$ cat config.mk
export PLATFORM = sky130hd
export DESIGN_NAME = ldps_fifo
export DESIGN_NICKNAME = d
export VERILOG_FILES = /design/src/rtl/ldps_pkg.sv /design/src/rtl/ldps_fifo.sv
export SDC_FILE = /design/constraint.sdc
export NUM_CORES = 1
export LEC_CHECK = 0
export BUFFER_PORTS_ARGS = -buffer_cell sky130_fd_sc_hd__buf_2
export CAP_MARGIN = 20
export CORE_ASPECT_RATIO = 0.6
export CORE_UTILIZATION = 40
export CTS_BUF_LIST = sky130_fd_sc_hd__clkbuf_8
export DETAILED_ROUTE_END_ITERATION = 6
export GPL_ROUTABILITY_DRIVEN = 0
export PLACE_DENSITY = 0.64
export SLEW_MARGIN = 20
export SYNTH_ARGS = -nofsm -noshare
export SYNTH_HDL_FRONTEND = slang
export SYNTH_SLANG_ARGS = --single-unit
$ cat constraint.sdc
create_clock -name clk_i -period 8.05 [get_ports clk_i]
set_input_delay 1.2075 -clock clk_i [delete_from_list [all_inputs] [get_ports clk_i]]
set_output_delay 1.2075 -clock clk_i [all_outputs]
set_load 0.05 [all_outputs]
$ cat src/rtl/ldps_pkg.sv
// ----------------------------------------------------------------------------
// ldps_pkg
// Shared types, codes, constants and arithmetic helpers of the pixel smear.
// ----------------------------------------------------------------------------
package ldps_pkg;

  // Operation codes carried on the input tuser
  localparam logic OP_LOAD    = 1'b0;
  localparam logic OP_COMPUTE = 1'b1;

  // Configuration register indexes
  localparam logic [2:0] REG_MODE         = 3'd0;
  localparam logic [2:0] REG_THRESHOLD    = 3'd1;
  localparam logic [2:0] REG_SMEAR_LENGTH = 3'd2;
  localparam logic [2:0] REG_MIX          = 3'd3;
  localparam logic [2:0] REG_CHROMA       = 3'd4;
  localparam logic [2:0] REG_DRIVE        = 3'd5;
  localparam logic [2:0] REG_FRAME_WIDTH  = 3'd6;
  localparam logic [2:0] REG_FRAME_HEIGHT = 3'd7;

  localparam int CFG_IDX_W  = 3;
  localparam int CFG_DATA_W = 12;

  // Register reset values
  localparam logic [1:0]  RST_MODE      = 2'd0;
  localparam logic [7:0]  RST_THRESHOLD = 8'd1;
  localparam logic [11:0] RST_LENGTH    = 12'd1000;
  localparam logic [9:0]  RST_MIX       = 10'd1000;
  localparam logic [9:0]  RST_CHROMA    = 10'd1000;
  localparam logic [9:0]  RST_DRIVE     = 10'd0;
  localparam logic [10:0] RST_FW        = 11'd1024;
  localparam logic [10:0] RST_FH        = 11'd1024;

  localparam int MAX_WIDTH_DEF  = 1024;
  localparam int MAX_HEIGHT_DEF = 1024;

  localparam logic [11:0] LEN_MAX   = 12'd3000;
  localparam logic [9:0]  PERMILLE  = 10'd1000;
  localparam logic [20:0] ROUND_HALF = 21'd500;
  localparam logic [20:0] THR_DRIVE = 21'd96;
  localparam logic [20:0] LEN_DRIVE = 21'd2000;

  // ceil(2^32 / 1000): exact floor(v / 1000) for every v below 2^21
  localparam logic [43:0] DIV1000_RECIP = 44'd4294968;

  // Output queue depth and cycles the derived settings need after a write
  localparam int         OFIFO_DEPTH = 8;
  localparam logic [2:0] CFG_SETTLE  = 3'd4;

  localparam int IN_TDATA_W  = 48;
  localparam int OUT_TDATA_W = 24;

  // Effective settings handed to the datapath
  typedef struct packed {
    logic [1:0]  mode;
    logic [7:0]  ethr;
    logic [11:0] elen;
    logic [8:0]  mq;
    logic [8:0]  cq;
  } ldps_prm_t;

  // Datapath status towards the input handshake
  typedef struct packed {
    logic src_rd;  // source read owns the frame-store port this cycle
    logic busy;    // a compute has not yet issued its source read
    logic issue;   // this beat starts a compute that gives a result
  } ldps_stat_t;

  typedef struct packed {
    logic       smeared;
    logic [7:0] cr;
    logic [7:0] cb;
    logic [7:0] luma;
  } ldps_res_t;

  function automatic logic [10:0] div1000(input logic [20:0] v);
    logic [43:0] p;
    p = 44'(v) * DIV1000_RECIP;
    return p[42:32];
  endfunction

  // (a*(256-q) + b*q + 128) >> 8, q in 0..256
  function automatic logic [7:0] blend8(input logic [7:0] a, input logic [7:0] b,
                                        input logic [8:0] q);
    logic [16:0] s;
    s = 17'(a) * 17'(9'd256 - q) + 17'(b) * 17'(q) + 17'd128;
    return s[15:8];
  endfunction

endpackage

$ cat src/rtl/ldps_fifo.sv
// ----------------------------------------------------------------------------
// ldps_fifo
// Result queue in flip-flops; the writer reserves space ahead of each push.
// ----------------------------------------------------------------------------
module ldps_fifo #(
  parameter int DW    = 25,
  parameter int DEPTH = ldps_pkg::OFIFO_DEPTH
) (
  input  logic          clk_i,
  input  logic          rst_ni,
  input  logic          push_i,
  input  logic [DW-1:0] data_i,
  input  logic          pop_i,
  output logic          valid_o,
  output logic [DW-1:0] data_o
);

  localparam int PW = (DEPTH > 1) ? $clog2(DEPTH) : 1;
  localparam int CW = $clog2(DEPTH + 1);

  logic [DW-1:0] mem_q [DEPTH];
  logic [PW-1:0] wr_q, rd_q;
  logic [CW-1:0] cnt_q;
  logic          do_pop;

  assign do_pop = pop_i && (cnt_q != CW'(0));

  always_ff @(posedge clk_i) begin
    if (push_i) begin
      mem_q[wr_q] <= data_i;
    end
  end

  always_ff @(posedge clk_i or negedge rst_ni) begin
    if (!rst_ni) begin
      wr_q  <= '0;
      rd_q  <= '0;
      cnt_q <= '0;
    end else begin
      if (push_i) begin
        wr_q <= (wr_q == PW'(DEPTH - 1)) ? '0 : wr_q + PW'(1);
      end
      if (do_pop) begin
        rd_q <= (rd_q == PW'(DEPTH - 1)) ? '0 : rd_q + PW'(1);
      end
      cnt_q <= cnt_q + CW'(push_i) - CW'(do_pop);
    end
  end

  assign valid_o = (cnt_q != CW'(0));
  assign data_o  = mem_q[rd_q];

endmodule

* Yosys cells after proc, flatten, opt, wreduce, memory -nomap -nowiden
Memories as Yosys holds them, arrays and structs flattened.
Index checks and enable logic that the tools add are counted.
Widths: inputs -> output; s select.
** Operators by class
- Reductions and logical operators :: 2
- Add/subtract/negate cells :: 4
- Equality and inequality tests :: 2
- Mux-type cells :: 4
** Operator list (number)
- $add 3x1->3 const B :: 2
- $eq 3x3->1 const B :: 2
- $mux 3 :: 2
- $add 4x1->4 :: 1
- $reduce_bool 4->1 :: 1
- $sub 4x1->4 :: 1
- $mux 1 :: 2
- $logic_and 1x1->1 :: 1
** Word-level totals
- Output and inout bits :: 26
- Memories kept :: 1
- Flip-flop bits (word level) :: 10
- Memory bits (writable) :: 200
** Memory list
- mem_q :: words 8, width 25, read ports 1, clocked after memory_dff 0, wr ports 1, line ldps_fifo.sv:21 : logic [DW-1:0] mem_q [DEPTH];

* Depth between registers and ports, before layout
- Depth in word-level cells :: 3
- Depth in mapped cells :: 11
- Mapped depth without buffers :: 11

* Least setup slack after synthesis
No wires, ideal clock.
- Path type :: input to register
- From :: input push_i
- To :: memory mem_q[0][0] (enable)
- Arrival :: 3039 ps
- Setup slack :: 4573 ps
- Library setup time :: 438 ps
- Required time :: 7612 ps
- Stages on the path :: 2
- Cell sequence :: nand2b_1 -> nor3_1
** Between the ends
- Cells in the longest elaborated chain, start to end :: 2
** RTL lines
- from (decl) :: line ldps_fifo.sv:11 : input logic push_i,
- $mux 1 :: line ldps_fifo.sv:29 : if (push_i) begin
- $mux 1 (not written as such) :: line ldps_fifo.sv:30 : mem_q[wr_q] <= data_i;
- to (decl) :: line ldps_fifo.sv:21
Every way passes these cells.

* Worst setup path after layout
- From :: register rd_q[0]
- To :: output data_o[15]
** Between the ends
- Cells in the longest elaborated chain, start to end :: 1
** RTL lines
- from (decl) :: line ldps_fifo.sv:22 : logic [PW-1:0] wr_q, rd_q;
- from (signal assigned) :: line ldps_fifo.sv:44 : rd_q <= (rd_q == PW'(DEPTH - 1)) ? '0 : rd_q + PW'(1);
- $mem_v2 8x25
- to (decl) :: line ldps_fifo.sv:15 : output logic [DW-1:0] data_o
Every way passes these cells.

==> reports/qor.txt <==
setup ws final: 4030 ps
Highest Clock Rate: 249 MHz
Critical Path AT: 2810 ps
Async SR Flop Fraction: 4.76%
Max VDD drop: 0.000230 V
I/O pin total: 55
initial antenna violation count: 1
TritonCTS clock tree: yes
die height: 113 µm
Mapped Cells: 347
RSZ-0062 raised after global routing: false
Post-Synth XOR/XNOR Area: 0.212%
Max Cap Violations: 0
worst skew pair latency: 550 ps
sequential fraction of the synthesis area: 75.7%
Min Clock Period, post-route: 4020 ps
CTS buffer count: 30
outcome: finished, final reports clean
Worst setup SP type: register
WS Path Type: reg2out
post-cts hold buffer count: 0
pre-CTS setup slack: 4550 ps
CTS root buffer: clkbuf_8
EDFF count, synth: 200
number of port buffers: 54
share of layout cells above drive strength 1: 32.1%
Post-Synth Simple-Gate Area: 1.09%
Final Max Slew Viols: 0
post_cts resized: 0
Yosys warnings: 0
crit end category: primary output
final design area excluding fillers: 9430 µm²
CTS Sinks: 210
All-Layer GR Usage: 14.6%
die area: 21300 µm²
Final nets: 462
num rows: 40
core area: 20100 µm²
Fin Setup TNS: 0 ps
Hold Vio Cnt, Final: 0
PwrDens: 377 nW/µm²
wire per inst: 21.0 µm
pin count of the biggest net entering global routing: 54
Synth Net Count: 386
Clock Skews: 19.2 ps
Syn Std Cell Area: 8270 µm²
Synth Area in Compound Gates: 0.212%
leakage power: 3.28 nW
antenna-violating nets left: 0
Least-Margin Pin Slew: 1000 ps
Seq cells post-synth: 210
Area after DPL: 8870 µm²
worst hold slack: 527 ps
Total Wirelength: 15.0 mm
clock slew at reported path FFs: 60 ps
Rel. slew slack: 33.2%
P&R area growth vs syn: 14.1%
via count: 3718
Critical Path RT: 6840 ps
Synth Area in Adders: 1.60%
CTS max path bufs: 3
hpwl dp: 8.00 mm
final setup vio count: 0
Hold Path Class: in2async
Pre-antenna DRT Iters: 4
Detailed Route Iter0 Violations: 203
Initial Util: 41.1%
crit-path max FO: 53
grt total ovfl: 0
main combinational cell family by area after synthesis: multiplexers
H-tree levels: 1
Die W: 188 µm
first-pass GRT wire length: 23.0 mm
Setup Buffers After CTS: 0
Avg Inst Size Synth: 23.8 µm²
ys flop type: edfxtp_1
Tcrit/Tclk final: 49.9%
utilization after layout: 46.9%
Unique masters post-synth: 22
vias in the first global route: 3961
average vias per placed instance: 5.19
post-synthesis mux area share: 19.6%
drt drc: 0
## layout by cell type, fill, tap and decap left out, types with 4 or more instances in the layout
master    Yosys  layout
clkinv_1      0       5
buf_2         0      54
ha_1          9       9
mux4_1       42      42
inv_1         8      20
nand2_1       4       4
mux4_2        8       8
mux2_2       30      30
clkbuf_8      0      31
edfxtp_1    200     200
dfrtp_1      10       8
buf_4         0       5
nor2_4        0       6
## power breakdown
part           switching [mW]  total [mW]  internal, mW  leakage (nW)
Clock                   0.372       0.788         0.416         0.327
Combinational           0.862        1.34         0.477          1.02
Sequential             0.0528        1.43          1.38          1.93
## worst max-delay path: stages, from the launching register on
cell and delay [ps]:
dfrtp_2 340, buf_4 690, mux4_1 690, mux2_2 300
buf_2 210
## stage by stage
stage                     instances  total power, mW
after CTS                       715             3.61
after global routing            715             3.72
final                           716             3.56
after detailed placement        664             2.81
after global placement          664             2.78
after floorplan                 347             2.50
## worst paths after layout
check	start	endpoint	slack, ps	cells after the start
max	rd_q[0]	data_o[15]	4030	4
min	rst_ni	cnt_q[3]	530	1
max reg2reg	cnt_q[2]	cnt_q[2]	5590	10
min reg2reg	wr_q[2]	wr_q[2]	570	1
max in group asynchronous	rst_ni	rd_q[0]	7300	1
min in group clk_i	wr_q[2]	wr_q[2]	570	1
## layout make-up
class,instances,area (µm²)
diodes,1,2.50
multi-input cells,114,1930
clock buffers,31,427
clock inverters,20,129
fillers,1671,10700
inverters,8,30.0
repair buffers,59,308
well taps,273,342
flip-flops and latches,210,6260
## synthesized netlist by cell type (2+ instances only)
master,number,area share (%)
dfrtp_1,10,3.0
nand2_1,4,0.18
nand2b_1,2,0.15
mux4_2,8,2.2
edfxtp_1,200,73
buf_6,6,0.82
clkbuf_1,8,0.36
mux2_2,30,4.1
ha_1,9,1.4
mux4_1,42,13
nor3_1,2,0.12
xor2_1,2,0.21
nor2_1,8,0.36
inv_1,8,0.36
## cells by family (layout without fill, tap and decap cells)
family	after synthesis	in the layout
AO/OA/AOI/OAI	3	3
XOR/XNOR	2	2
adder cells (fa/ha/maj)	10	10
buffers and inverters	23	118
flip-flops	210	210
multiplexers	80	80
other	0	1
AND/OR/NAND/NOR	19	19
## flip-flops by register name, indices dropped and copies added (netlist names)
name / cells
mem_q: 200
rd_q: 3
cnt_q: 4
wr_q: 3
## metal layers
| metal | GRT usage, % | wire, µm |
|---|---|---|
| met1 | 20.3 | 7240 |
| met4 | 3.52 | 225 |
| met2 | 23.1 | 6840 |
| met5 | 0 | 0 |
| met3 | 3.72 | 695 |
Note: power is estimated with default switching activity, not from simulation.
