[src/rtl/ldps_pkg.sv]
// ----------------------------------------------------------------------------
// ldps_pkg
// Shared types, codes, constants and arithmetic helpers of the pixel smear.
// ----------------------------------------------------------------------------
package ldps_pkg;

  // Operation codes carried on the input tuser
  localparam logic OP_LOAD    = 1'b0;
  localparam logic OP_COMPUTE = 1'b1;

  // Configuration register indexes
  localparam logic [2:0] REG_MODE         = 3'd0;
  localparam logic [2:0] REG_THRESHOLD    = 3'd1;
  localparam logic [2:0] REG_SMEAR_LENGTH = 3'd2;
  localparam logic [2:0] REG_MIX          = 3'd3;
  localparam logic [2:0] REG_CHROMA       = 3'd4;
  localparam logic [2:0] REG_DRIVE        = 3'd5;
  localparam logic [2:0] REG_FRAME_WIDTH  = 3'd6;
  localparam logic [2:0] REG_FRAME_HEIGHT = 3'd7;

  localparam int CFG_IDX_W  = 3;
  localparam int CFG_DATA_W = 12;

  // Register reset values
  localparam logic [1:0]  RST_MODE      = 2'd0;
  localparam logic [7:0]  RST_THRESHOLD = 8'd1;
  localparam logic [11:0] RST_LENGTH    = 12'd1000;
  localparam logic [9:0]  RST_MIX       = 10'd1000;
  localparam logic [9:0]  RST_CHROMA    = 10'd1000;
  localparam logic [9:0]  RST_DRIVE     = 10'd0;
  localparam logic [10:0] RST_FW        = 11'd1024;
  localparam logic [10:0] RST_FH        = 11'd1024;

  localparam int MAX_WIDTH_DEF  = 1024;
  localparam int MAX_HEIGHT_DEF = 1024;

  localparam logic [11:0] LEN_MAX   = 12'd3000;
  localparam logic [9:0]  PERMILLE  = 10'd1000;
  localparam logic [20:0] ROUND_HALF = 21'd500;
  localparam logic [20:0] THR_DRIVE = 21'd96;
  localparam logic [20:0] LEN_DRIVE = 21'd2000;

  // ceil(2^32 / 1000): exact floor(v / 1000) for every v below 2^21
  localparam logic [43:0] DIV1000_RECIP = 44'd4294968;

  // Output queue depth and cycles the derived settings need after a write
  localparam int         OFIFO_DEPTH = 8;
  localparam logic [2:0] CFG_SETTLE  = 3'd4;

  localparam int IN_TDATA_W  = 48;
  localparam int OUT_TDATA_W = 24;

  // Effective settings handed to the datapath
  typedef struct packed {
    logic [1:0]  mode;
    logic [7:0]  ethr;
    logic [11:0] elen;
    logic [8:0]  mq;
    logic [8:0]  cq;
  } ldps_prm_t;

  // Datapath status towards the input handshake
  typedef struct packed {
    logic src_rd;  // source read owns the frame-store port this cycle
    logic busy;    // a compute has not yet issued its source read
    logic issue;   // this beat starts a compute that gives a result
  } ldps_stat_t;

  typedef struct packed {
    logic       smeared;
    logic [7:0] cr;
    logic [7:0] cb;
    logic [7:0] luma;
  } ldps_res_t;

  function automatic logic [10:0] div1000(input logic [20:0] v);
    logic [43:0] p;
    p = 44'(v) * DIV1000_RECIP;
    return p[42:32];
  endfunction

  // (a*(256-q) + b*q + 128) >> 8, q in 0..256
  function automatic logic [7:0] blend8(input logic [7:0] a, input logic [7:0] b,
                                        input logic [8:0] q);
    logic [16:0] s;
    s = 17'(a) * 17'(9'd256 - q) + 17'(b) * 17'(q) + 17'd128;
    return s[15:8];
  endfunction

endpackage

[src/rtl/ldps_cfg.sv]
// ----------------------------------------------------------------------------
// ldps_cfg
// Register file and staged derivation of the effective smear settings.
// ----------------------------------------------------------------------------
module ldps_cfg #(
  parameter int MAX_WIDTH  = ldps_pkg::MAX_WIDTH_DEF,
  parameter int MAX_HEIGHT = ldps_pkg::MAX_HEIGHT_DEF,
  parameter int XW         = 11,
  parameter int YW         = 11
) (
  input  logic                              clk_i,
  input  logic                              rst_ni,
  input  logic                              we_i,
  input  logic [ldps_pkg::CFG_IDX_W-1:0]    idx_i,
  input  logic [ldps_pkg::CFG_DATA_W-1:0]   data_i,
  output ldps_pkg::ldps_prm_t               prm_o,
  output logic [XW-1:0]                     fw_o,
  output logic [YW-1:0]                     fh_o,
  output logic                              busy_o
);

  logic [1:0]  mode_q;
  logic [7:0]  thr_q;
  logic [11:0] len_q;
  logic [9:0]  mix_q, chr_q, drv_q;
  logic [10:0] fw_q, fh_q;
  logic [2:0]  settle_q;

  always_ff @(posedge clk_i or negedge rst_ni) begin
    if (!rst_ni) begin
      mode_q   <= ldps_pkg::RST_MODE;
      thr_q    <= ldps_pkg::RST_THRESHOLD;
      len_q    <= ldps_pkg::RST_LENGTH;
      mix_q    <= ldps_pkg::RST_MIX;
      chr_q    <= ldps_pkg::RST_CHROMA;
      drv_q    <= ldps_pkg::RST_DRIVE;
      fw_q     <= ldps_pkg::RST_FW;
      fh_q     <= ldps_pkg::RST_FH;
      settle_q <= ldps_pkg::CFG_SETTLE;
    end else begin
      if (we_i) begin
        settle_q <= ldps_pkg::CFG_SETTLE;
        case (idx_i)
          ldps_pkg::REG_MODE:         mode_q <= data_i[1:0];
          ldps_pkg::REG_THRESHOLD:    thr_q  <= data_i[7:0];
          ldps_pkg::REG_SMEAR_LENGTH: len_q  <= data_i[11:0];
          ldps_pkg::REG_MIX:          mix_q  <= data_i[9:0];
          ldps_pkg::REG_CHROMA:       chr_q  <= data_i[9:0];
          ldps_pkg::REG_DRIVE:        drv_q  <= data_i[9:0];
          ldps_pkg::REG_FRAME_WIDTH:  fw_q   <= data_i[10:0];
          ldps_pkg::REG_FRAME_HEIGHT: fh_q   <= data_i[10:0];
          default: ;
        endcase
      end else if (settle_q != 3'd0) begin
        settle_q <= settle_q - 3'd1;
      end
    end
  end

  assign busy_o = (settle_q != 3'd0);

  // Stage a: clamps and drive products
  logic [11:0] len_c;
  logic [9:0]  mix_c, chr_c, drv_c;
  logic [XW-1:0] fw_d;
  logic [YW-1:0] fh_d;

  always_comb begin
    len_c = (len_q > ldps_pkg::LEN_MAX) ? ldps_pkg::LEN_MAX : len_q;
    mix_c = (mix_q > ldps_pkg::PERMILLE) ? ldps_pkg::PERMILLE : mix_q;
    chr_c = (chr_q > ldps_pkg::PERMILLE) ? ldps_pkg::PERMILLE : chr_q;
    drv_c = (drv_q > ldps_pkg::PERMILLE) ? ldps_pkg::PERMILLE : drv_q;
    if (fw_q == 11'd0) begin
      fw_d = XW'(1);
    end else if (XW'(fw_q) > XW'(MAX_WIDTH)) begin
      fw_d = XW'(MAX_WIDTH);
    end else begin
      fw_d = XW'(fw_q);
    end
    if (fh_q == 11'd0) begin
      fh_d = YW'(1);
    end else if (YW'(fh_q) > YW'(MAX_HEIGHT)) begin
      fh_d = YW'(MAX_HEIGHT);
    end else begin
      fh_d = YW'(fh_q);
    end
  end

  logic [XW-1:0] fw_q2;
  logic [YW-1:0] fh_q2;
  logic [11:0]   len_a_q;
  logic [9:0]    mix_a_q, chr_a_q;
  logic [20:0]   t_thr_q, t_len_q, t_mix_q, t_chr_q;

  always_ff @(posedge clk_i) begin
    fw_q2   <= fw_d;
    fh_q2   <= fh_d;
    len_a_q <= len_c;
    mix_a_q <= mix_c;
    chr_a_q <= chr_c;
    t_thr_q <= 21'(drv_c) * ldps_pkg::THR_DRIVE + ldps_pkg::ROUND_HALF;
    t_len_q <= 21'(drv_c) * ldps_pkg::LEN_DRIVE + ldps_pkg::ROUND_HALF;
    t_mix_q <= 21'(ldps_pkg::PERMILLE - mix_c) * 21'(drv_c) + ldps_pkg::ROUND_HALF;
    t_chr_q <= 21'(ldps_pkg::PERMILLE - chr_c) * 21'(drv_c) + ldps_pkg::ROUND_HALF;
  end

  // Stage b: divide the drive terms by 1000
  logic [10:0] q_thr, q_len, q_mix, q_chr;
  logic [10:0] dthr_q, dlen_q;
  logic [11:0] len_b_q;
  logic [9:0]  emix_q, echr_q;

  always_comb begin
    q_thr = ldps_pkg::div1000(t_thr_q);
    q_len = ldps_pkg::div1000(t_len_q);
    q_mix = ldps_pkg::div1000(t_mix_q);
    q_chr = ldps_pkg::div1000(t_chr_q);
  end

  always_ff @(posedge clk_i) begin
    dthr_q  <= q_thr;
    dlen_q  <= q_len;
    len_b_q <= len_a_q;
    emix_q  <= mix_a_q + q_mix[9:0];
    echr_q  <= chr_a_q + q_chr[9:0];
  end

  // Stage c: effective threshold and length, permille to 1/256 steps
  logic [12:0] elen_sum;
  logic [10:0] q_mq, q_cq;
  logic [7:0]  ethr_q;
  logic [11:0] elen_q;
  logic [8:0]  mq_q, cqp_q;

  always_comb begin
    elen_sum = 13'(len_b_q) + 13'(dlen_q);
    q_mq     = ldps_pkg::div1000(21'({emix_q, 8'd0}) + ldps_pkg::ROUND_HALF);
    q_cq     = ldps_pkg::div1000(21'({echr_q, 8'd0}) + ldps_pkg::ROUND_HALF);
  end

  always_ff @(posedge clk_i) begin
    ethr_q <= (11'(thr_q) > dthr_q) ? thr_q - dthr_q[7:0] : 8'd0;
    elen_q <= (elen_sum > 13'(ldps_pkg::LEN_MAX)) ? ldps_pkg::LEN_MAX : elen_sum[11:0];
    mq_q   <= q_mq[8:0];
    cqp_q  <= q_cq[8:0];
  end

  // Stage d: chroma share scaled by the luma mix
  logic [16:0] cq_prod;
  logic [8:0]  cq_q;

  assign cq_prod = 17'(mq_q) * 17'(cqp_q) + 17'd128;

  always_ff @(posedge clk_i) begin
    cq_q <= cq_prod[16:8];
  end

  assign prm_o.mode = mode_q;
  assign prm_o.ethr = ethr_q;
  assign prm_o.elen = elen_q;
  assign prm_o.mq   = mq_q;
  assign prm_o.cq   = cq_q;
  assign fw_o       = fw_q2;
  assign fh_o       = fh_q2;

endmodule

[config.mk]
export PLATFORM = sky130hd
export DESIGN_NAME = ldps_cfg
export DESIGN_NICKNAME = d
export VERILOG_FILES = /design/src/rtl/ldps_pkg.sv /design/src/rtl/ldps_cfg.sv
export SDC_FILE = /design/constraint.sdc
export NUM_CORES = 2
export LEC_CHECK = 0
export ABC_AREA = 1
export BUFFER_PORTS_ARGS = -buffer_cell sky130_fd_sc_hd__buf_2
export CORE_ASPECT_RATIO = 0.75
export CORE_MARGIN = 10
export CORE_UTILIZATION = 39
export CTS_CLUSTER_DIAMETER = 150
export DETAILED_ROUTE_END_ITERATION = 10
export SLEW_MARGIN = 5
export SYNTH_ARGS = -nofsm -noshare
export SYNTH_HDL_FRONTEND = slang
export SYNTH_SLANG_ARGS = --single-unit
[constraint.sdc]
create_clock -name clk_i -period 7.75 [get_ports clk_i]
set_input_delay 0.775 -clock clk_i [delete_from_list [all_inputs] [get_ports clk_i]]
set_output_delay 0.775 -clock clk_i [all_outputs]
set_load 0.02 [all_outputs]
# ---- Word level (Yosys, flattened, before mapping)
# Cells that the tools add are included.
dict set report totals {
  ff_bits 311
  input_bits 18
  out_inout_bits 63
  elab_cells 92
}
dict set report classes {
  add_sub_neg 14
  mul 11
  order_cmp 8
  n_eq_ne 7
  mux 7
  reduce_logical 15
}
# cell count
set op_table {}
lappend op_table {{$mul A21 B20 Y39 const B} 2}
lappend op_table {{$mul A19 B20 Y38 const B} 2}
lappend op_table {{$add A21 B9 Y21 const B} 3}
lappend op_table {{$mul A11 B11 Y21} 2}
lappend op_table {{$mul A21 B20 Y40 const B} 1}
lappend op_table {{$add A18 B9 Y19 const B} 2}
lappend op_table {{$mul A18 B20 Y38 const B} 1}
lappend op_table {{$gt A10 B10 Y1 const B} 3}
lappend op_table {{$mux W10} 3}
lappend op_table {{$gt A11 B11 Y1 const B} 2}
lappend op_table {{$logic_not A11 Y1} 2}
lappend op_table {{$mux W11} 2}
lappend op_table {{$sub A10 B10 Y11 const A} 2}
lappend op_table {{$add A10 B10 Y10} 2}
lappend op_table {{$add A17 B9 Y18 const B} 1}
lappend op_table {{$add A17 B8 Y17 const B} 1}
lappend op_table {{$mul A10 B7 Y17 const B} 1}
lappend op_table {{$mul A9 B9 Y17} 1}
lappend op_table {{$reduce_and A2 Y1} 8}
lappend op_table {{$add A12 B11 Y13} 1}
lappend op_table {{$gt A13 B12 Y1 const B} 1}
lappend op_table {{$eq A3 B3 Y1 const B} 4}
lappend op_table {{$gt A12 B12 Y1 const B} 1}
lappend op_table {{$mul A10 B2 Y12 const B} 1}
lappend op_table {{other kinds (10)} 13}

# ---- Longest topological paths before layout
dict set report logic_depth {
  depth_word 5
  depth_mapped 34
  mapped_depth_nobuf 33
}

# ---- Worst setup path after synthesis
# Ideal clock, no wire load.
dict set report synth_path {
  kind {register to register}
  from {register t_chr_q[7]}
  to {register echr_q[8]}
  setup_time_ns 0.119
  t_arrival_ns 5.975
  required_time_ns 7.631
  path_slack_ns 1.656
  path_stages_with_launch 31
  n_path_buf 0
  synth_period_minus_slack_ns 6.094
  path_cell_list {dfxtp_1 > ha_1 > ha_1 > inv_1 > fa_1 > fa_1 > inv_1 > fa_1 > inv_1 > fa_1 > fa_1 > inv_1 > ha_1 > a21o_1 > nor2_1 > a21boi_0 > nor2_1 > nor2_1 > nand2_1 > xor2_1 > ha_1 > fa_1 > nand3_1 > nand2_1 > nand2_1 > nand2_1 > nand2_1 > a21oi_1 > o21ai_0 > nand2_1 > xor2_1}
}
dict set report synth_between {
  elab_chain_len 2
}
# element line_no
set synth_lines {}
lappend synth_lines {{start: declaration} ldps_cfg.sv:93} ;# logic [20:0] t_thr_q, t_len_q, t_mix_q, t_chr_q;
lappend synth_lines {{start signal: assignment} ldps_cfg.sv:104} ;# t_chr_q <= 21'(ldps_pkg::PERMILLE - chr_c) * 21'(drv_c) + ldps_pkg::ROUND_HALF;
lappend synth_lines {{$mul A21 B20 Y39} ldps_pkg.sv:78} ;# p = 44'(v) * DIV1000_RECIP;
lappend synth_lines {{$add A10 B10 Y10} ldps_cfg.sv:125} ;# echr_q <= chr_a_q + q_chr[9:0];
lappend synth_lines {{end signal: assignment} ldps_cfg.sv:125}
lappend synth_lines {{end: declaration} ldps_cfg.sv:111} ;# logic [9:0] emix_q, echr_q;
# Every way passes these cells.
# A chain may end at the register's enable or synchronous reset.

# ---- Worst setup path in the final report
# Same ends and word-level chain as after synthesis.

==> out/metrics.cfg <==
[layout]
post-route-util = 0.423
fin_area_um2 = 58400
drive_gt1_frac = 0.0415
fillers = 13900
syn2layout_area_growth_pct = 7.41
nNetsFinal = 8617
seq_area_um2 = 6440
multi_input_area_um2 = 41200

[place]
io_buffer_count = 80
place_congestion = 0.947
hpwl_mm = 122
postPlaceCellArea_um2 = 56900

[critical_path]
r2r-end = echr_q[8]
endpoint_kind = register
crit_path_max_fanout = 6
path_class = reg -> reg
critPathRequiredTime_ns = 8.24
cp.arrival_ns = 7.30
cp-start-kind = register
critical-path-slowest-cell = fa_1
r2r_slack_ns = 0.94
rr_worst_depth = 30
cp-startpoint = t_chr_q[7]
crit_path_max_incr_delay_ns = 0.54
worstReg2RegStart = t_chr_q[7]
worstSetupEndpoint = echr_q[8]

[clock_tree]
cts.sinks = 301
clk_latency_ns = 0.63
htreeDepth = 2
cts_hold_buffers = 0
cts_tree = built
cts_root_buf = clkbuf_16
post_cts_buffers = 0
clockBufferDepth = 3
path_clk_slew_ns = 0.06
cts_buffers = 40
cts.repair.resized = 0

[synth]
ys_seq_area_frac = 0.118
synth_ff_type = dfxtp_1
synthArstFlopShare = 0.256
synth_seq_cells = 301
synth.top_cell.area_share = 0.257
ys_types = 56
ys_top_cells_by_area = fa_1, ha_1, inv_1, dfxtp_1, nand2_1
synth.most_common_cell = inv_1
synth_cells = 6750
synth-warning-count = 0
syn_area_um2 = 54400
ys_top_cells_by_count = inv_1, nand2_1, ha_1
syn_avg_cell_area_um2 = 8.05
synth_top_area_cell = fa_1
synth_edf_count = 0
syn_nets = 8549

[timing]
finalSetupTns_ns = 0
min_period_over_period = 0.879
final_max_slew_viol_count = 0
final-setup-viol-count = 0
period_needed_ns = 6.81
fmax_mhz = 147
hold_violations = 0
hold-worst-slack_ns = 0.309
rsz0062_at_grt = no
slew-limit-headroom = 0.151
finClkSkew_ns = 0.0410
worst_pin_slew_ns = 1.27

[global_routing]
antenna_found_initial = 1
grt_use_total = 0.183
grt_pass1_wl_mm = 232
grt_max_degree = 78
grt_pass1_vias = 42500
grt_overflow_total = 0

[detailed_routing]
detail_route.first_pass.iterations = 6
drt-initial-drc-count = 2944
routed_wl_mm = 141
viasPerCell = 4.86
wl_per_cell_um = 16.2
ant_nets = 0
vias = 42300
route.met3.wl_mm = 8.95
drc = 0
dr_wl_met2_mm = 55.6
m1WireLength_mm = 74.1
highest_layer = met4

[floorplanning]
dieArea_um2 = 155000
chipHeight_um = 343
initial_core_util = 0.393
ios = 81
rows = 118
die_x_um = 451
core-area_um2 = 138000

[hold_path]
hold_class = in -> async

[job]
maxCapViolations = 0

[run_status]
status = finished clean

state kept, by name, summed over array words and instances (netlist names), 11 cells and up:
signal,cells
t_chr_q,21
t_mix_q,21
t_len_q,17
elen_q,12
len_a_q,12
len_b_q,12
len_q,12
t_thr_q,12
dlen_q,11
fh_o,11
fh_q,11
fw_o,11
fw_q,11
cell usage in the layout (no fill, tap or decap), drive strengths merged, types with 3 or more instances in the layout:
| cell | netlist | layout |
|---|---|---|
| a211oi | 14 | 14 |
| a21boi | 10 | 10 |
| a21o | 46 | 46 |
| a21oi | 263 | 263 |
| a31oi | 29 | 29 |
| buf | 14 | 93 |
| bufinv | 0 | 5 |
| clkbuf | 53 | 52 |
| clkinv | 0 | 10 |
| dfrtp | 55 | 55 |
| dfstp | 22 | 22 |
| dfxtp | 224 | 224 |
| fa | 698 | 698 |
| ha | 1083 | 1083 |
| inv | 1724 | 1729 |
| nand2 | 1193 | 1193 |
| nand3 | 230 | 230 |
| nand3b | 16 | 16 |
| nand4 | 62 | 62 |
| nor2 | 485 | 485 |
| nor3 | 61 | 61 |
| nor4 | 19 | 19 |
| o2111ai | 6 | 6 |
| o211ai | 11 | 11 |
| o21a | 12 | 12 |
| o21ai | 231 | 231 |
| o21bai | 21 | 21 |
| o31ai | 3 | 3 |
| or2 | 11 | 11 |
| xnor2 | 46 | 46 |
| xor2 | 98 | 98 |
area by class of cell:
class                           count  share of cell area
Multi-Input combinational cell   4658               0.705
Inverter                         1724               0.111
Tap cell                         1860              0.0399
Clock buffer                       52              0.0195
Sequential cell                   301               0.110
Clock inverter                     21             0.00546
Timing Repair Buffer               93             0.00857
Antenna cell                        1           0.0000429
worst max-delay path: cells and delay by family, from the launching register on:
family          cells  cell delay [ns]
fa+ha+maj          10             3.97
simple gates       10             0.87
compound gates      4             0.78
flops               1             0.50
xor+xnor            2             0.30
buf+inv             4             0.28
stage by stage:
stage | worst slack (ns) | cells
3_3_place_gp | 1.04 | 8636
4_1_cts | 0.950 | 8709
3_5_place_dp | 0.989 | 8636
5_1_grt | 0.596 | 8709
2_1_floorplan | 1.66 | 6750
6_report | 0.939 | 8710
cell families after synthesis:
| kind of cell | after synthesis | synth area share |
|---|---|---|
| multiplexers | 1 | 0.000207 |
| AO/OA/AOI/OAI | 653 | 0.0673 |
| XOR/XNOR | 144 | 0.0239 |
| flip-flops | 301 | 0.118 |
| buffers and inverters | 1791 | 0.124 |
| AND/OR/NAND/NOR | 2079 | 0.160 |
| adder cells (fa/ha/maj) | 1781 | 0.506 |
layer usage:
metal	vias to the layer above	global-route usage
li1	21000	-
met4	0	0.0293
met2	1016	0.263
met5	-	0
met3	112	0.0266
met1	20200	0.290
how the worst min path moves through the flow:
stage,slack [ns],start,to
5_1_grt,0.34,len_a_q[1],len_b_q[1]
3_3_place_gp,0.31,len_a_q[6],len_b_q[6]
6_report,0.31,rst_ni,thr_q[3]
2_1_floorplan,0.31,len_a_q[0],len_b_q[0]
4_1_cts,0.31,rst_ni,thr_q[1]
3_5_place_dp,0.31,len_a_q[2],len_b_q[2]
Power is left out: the tool's default activity adds up to more than one toggle a clock period on the data nets, which glitch-free logic cannot reach.
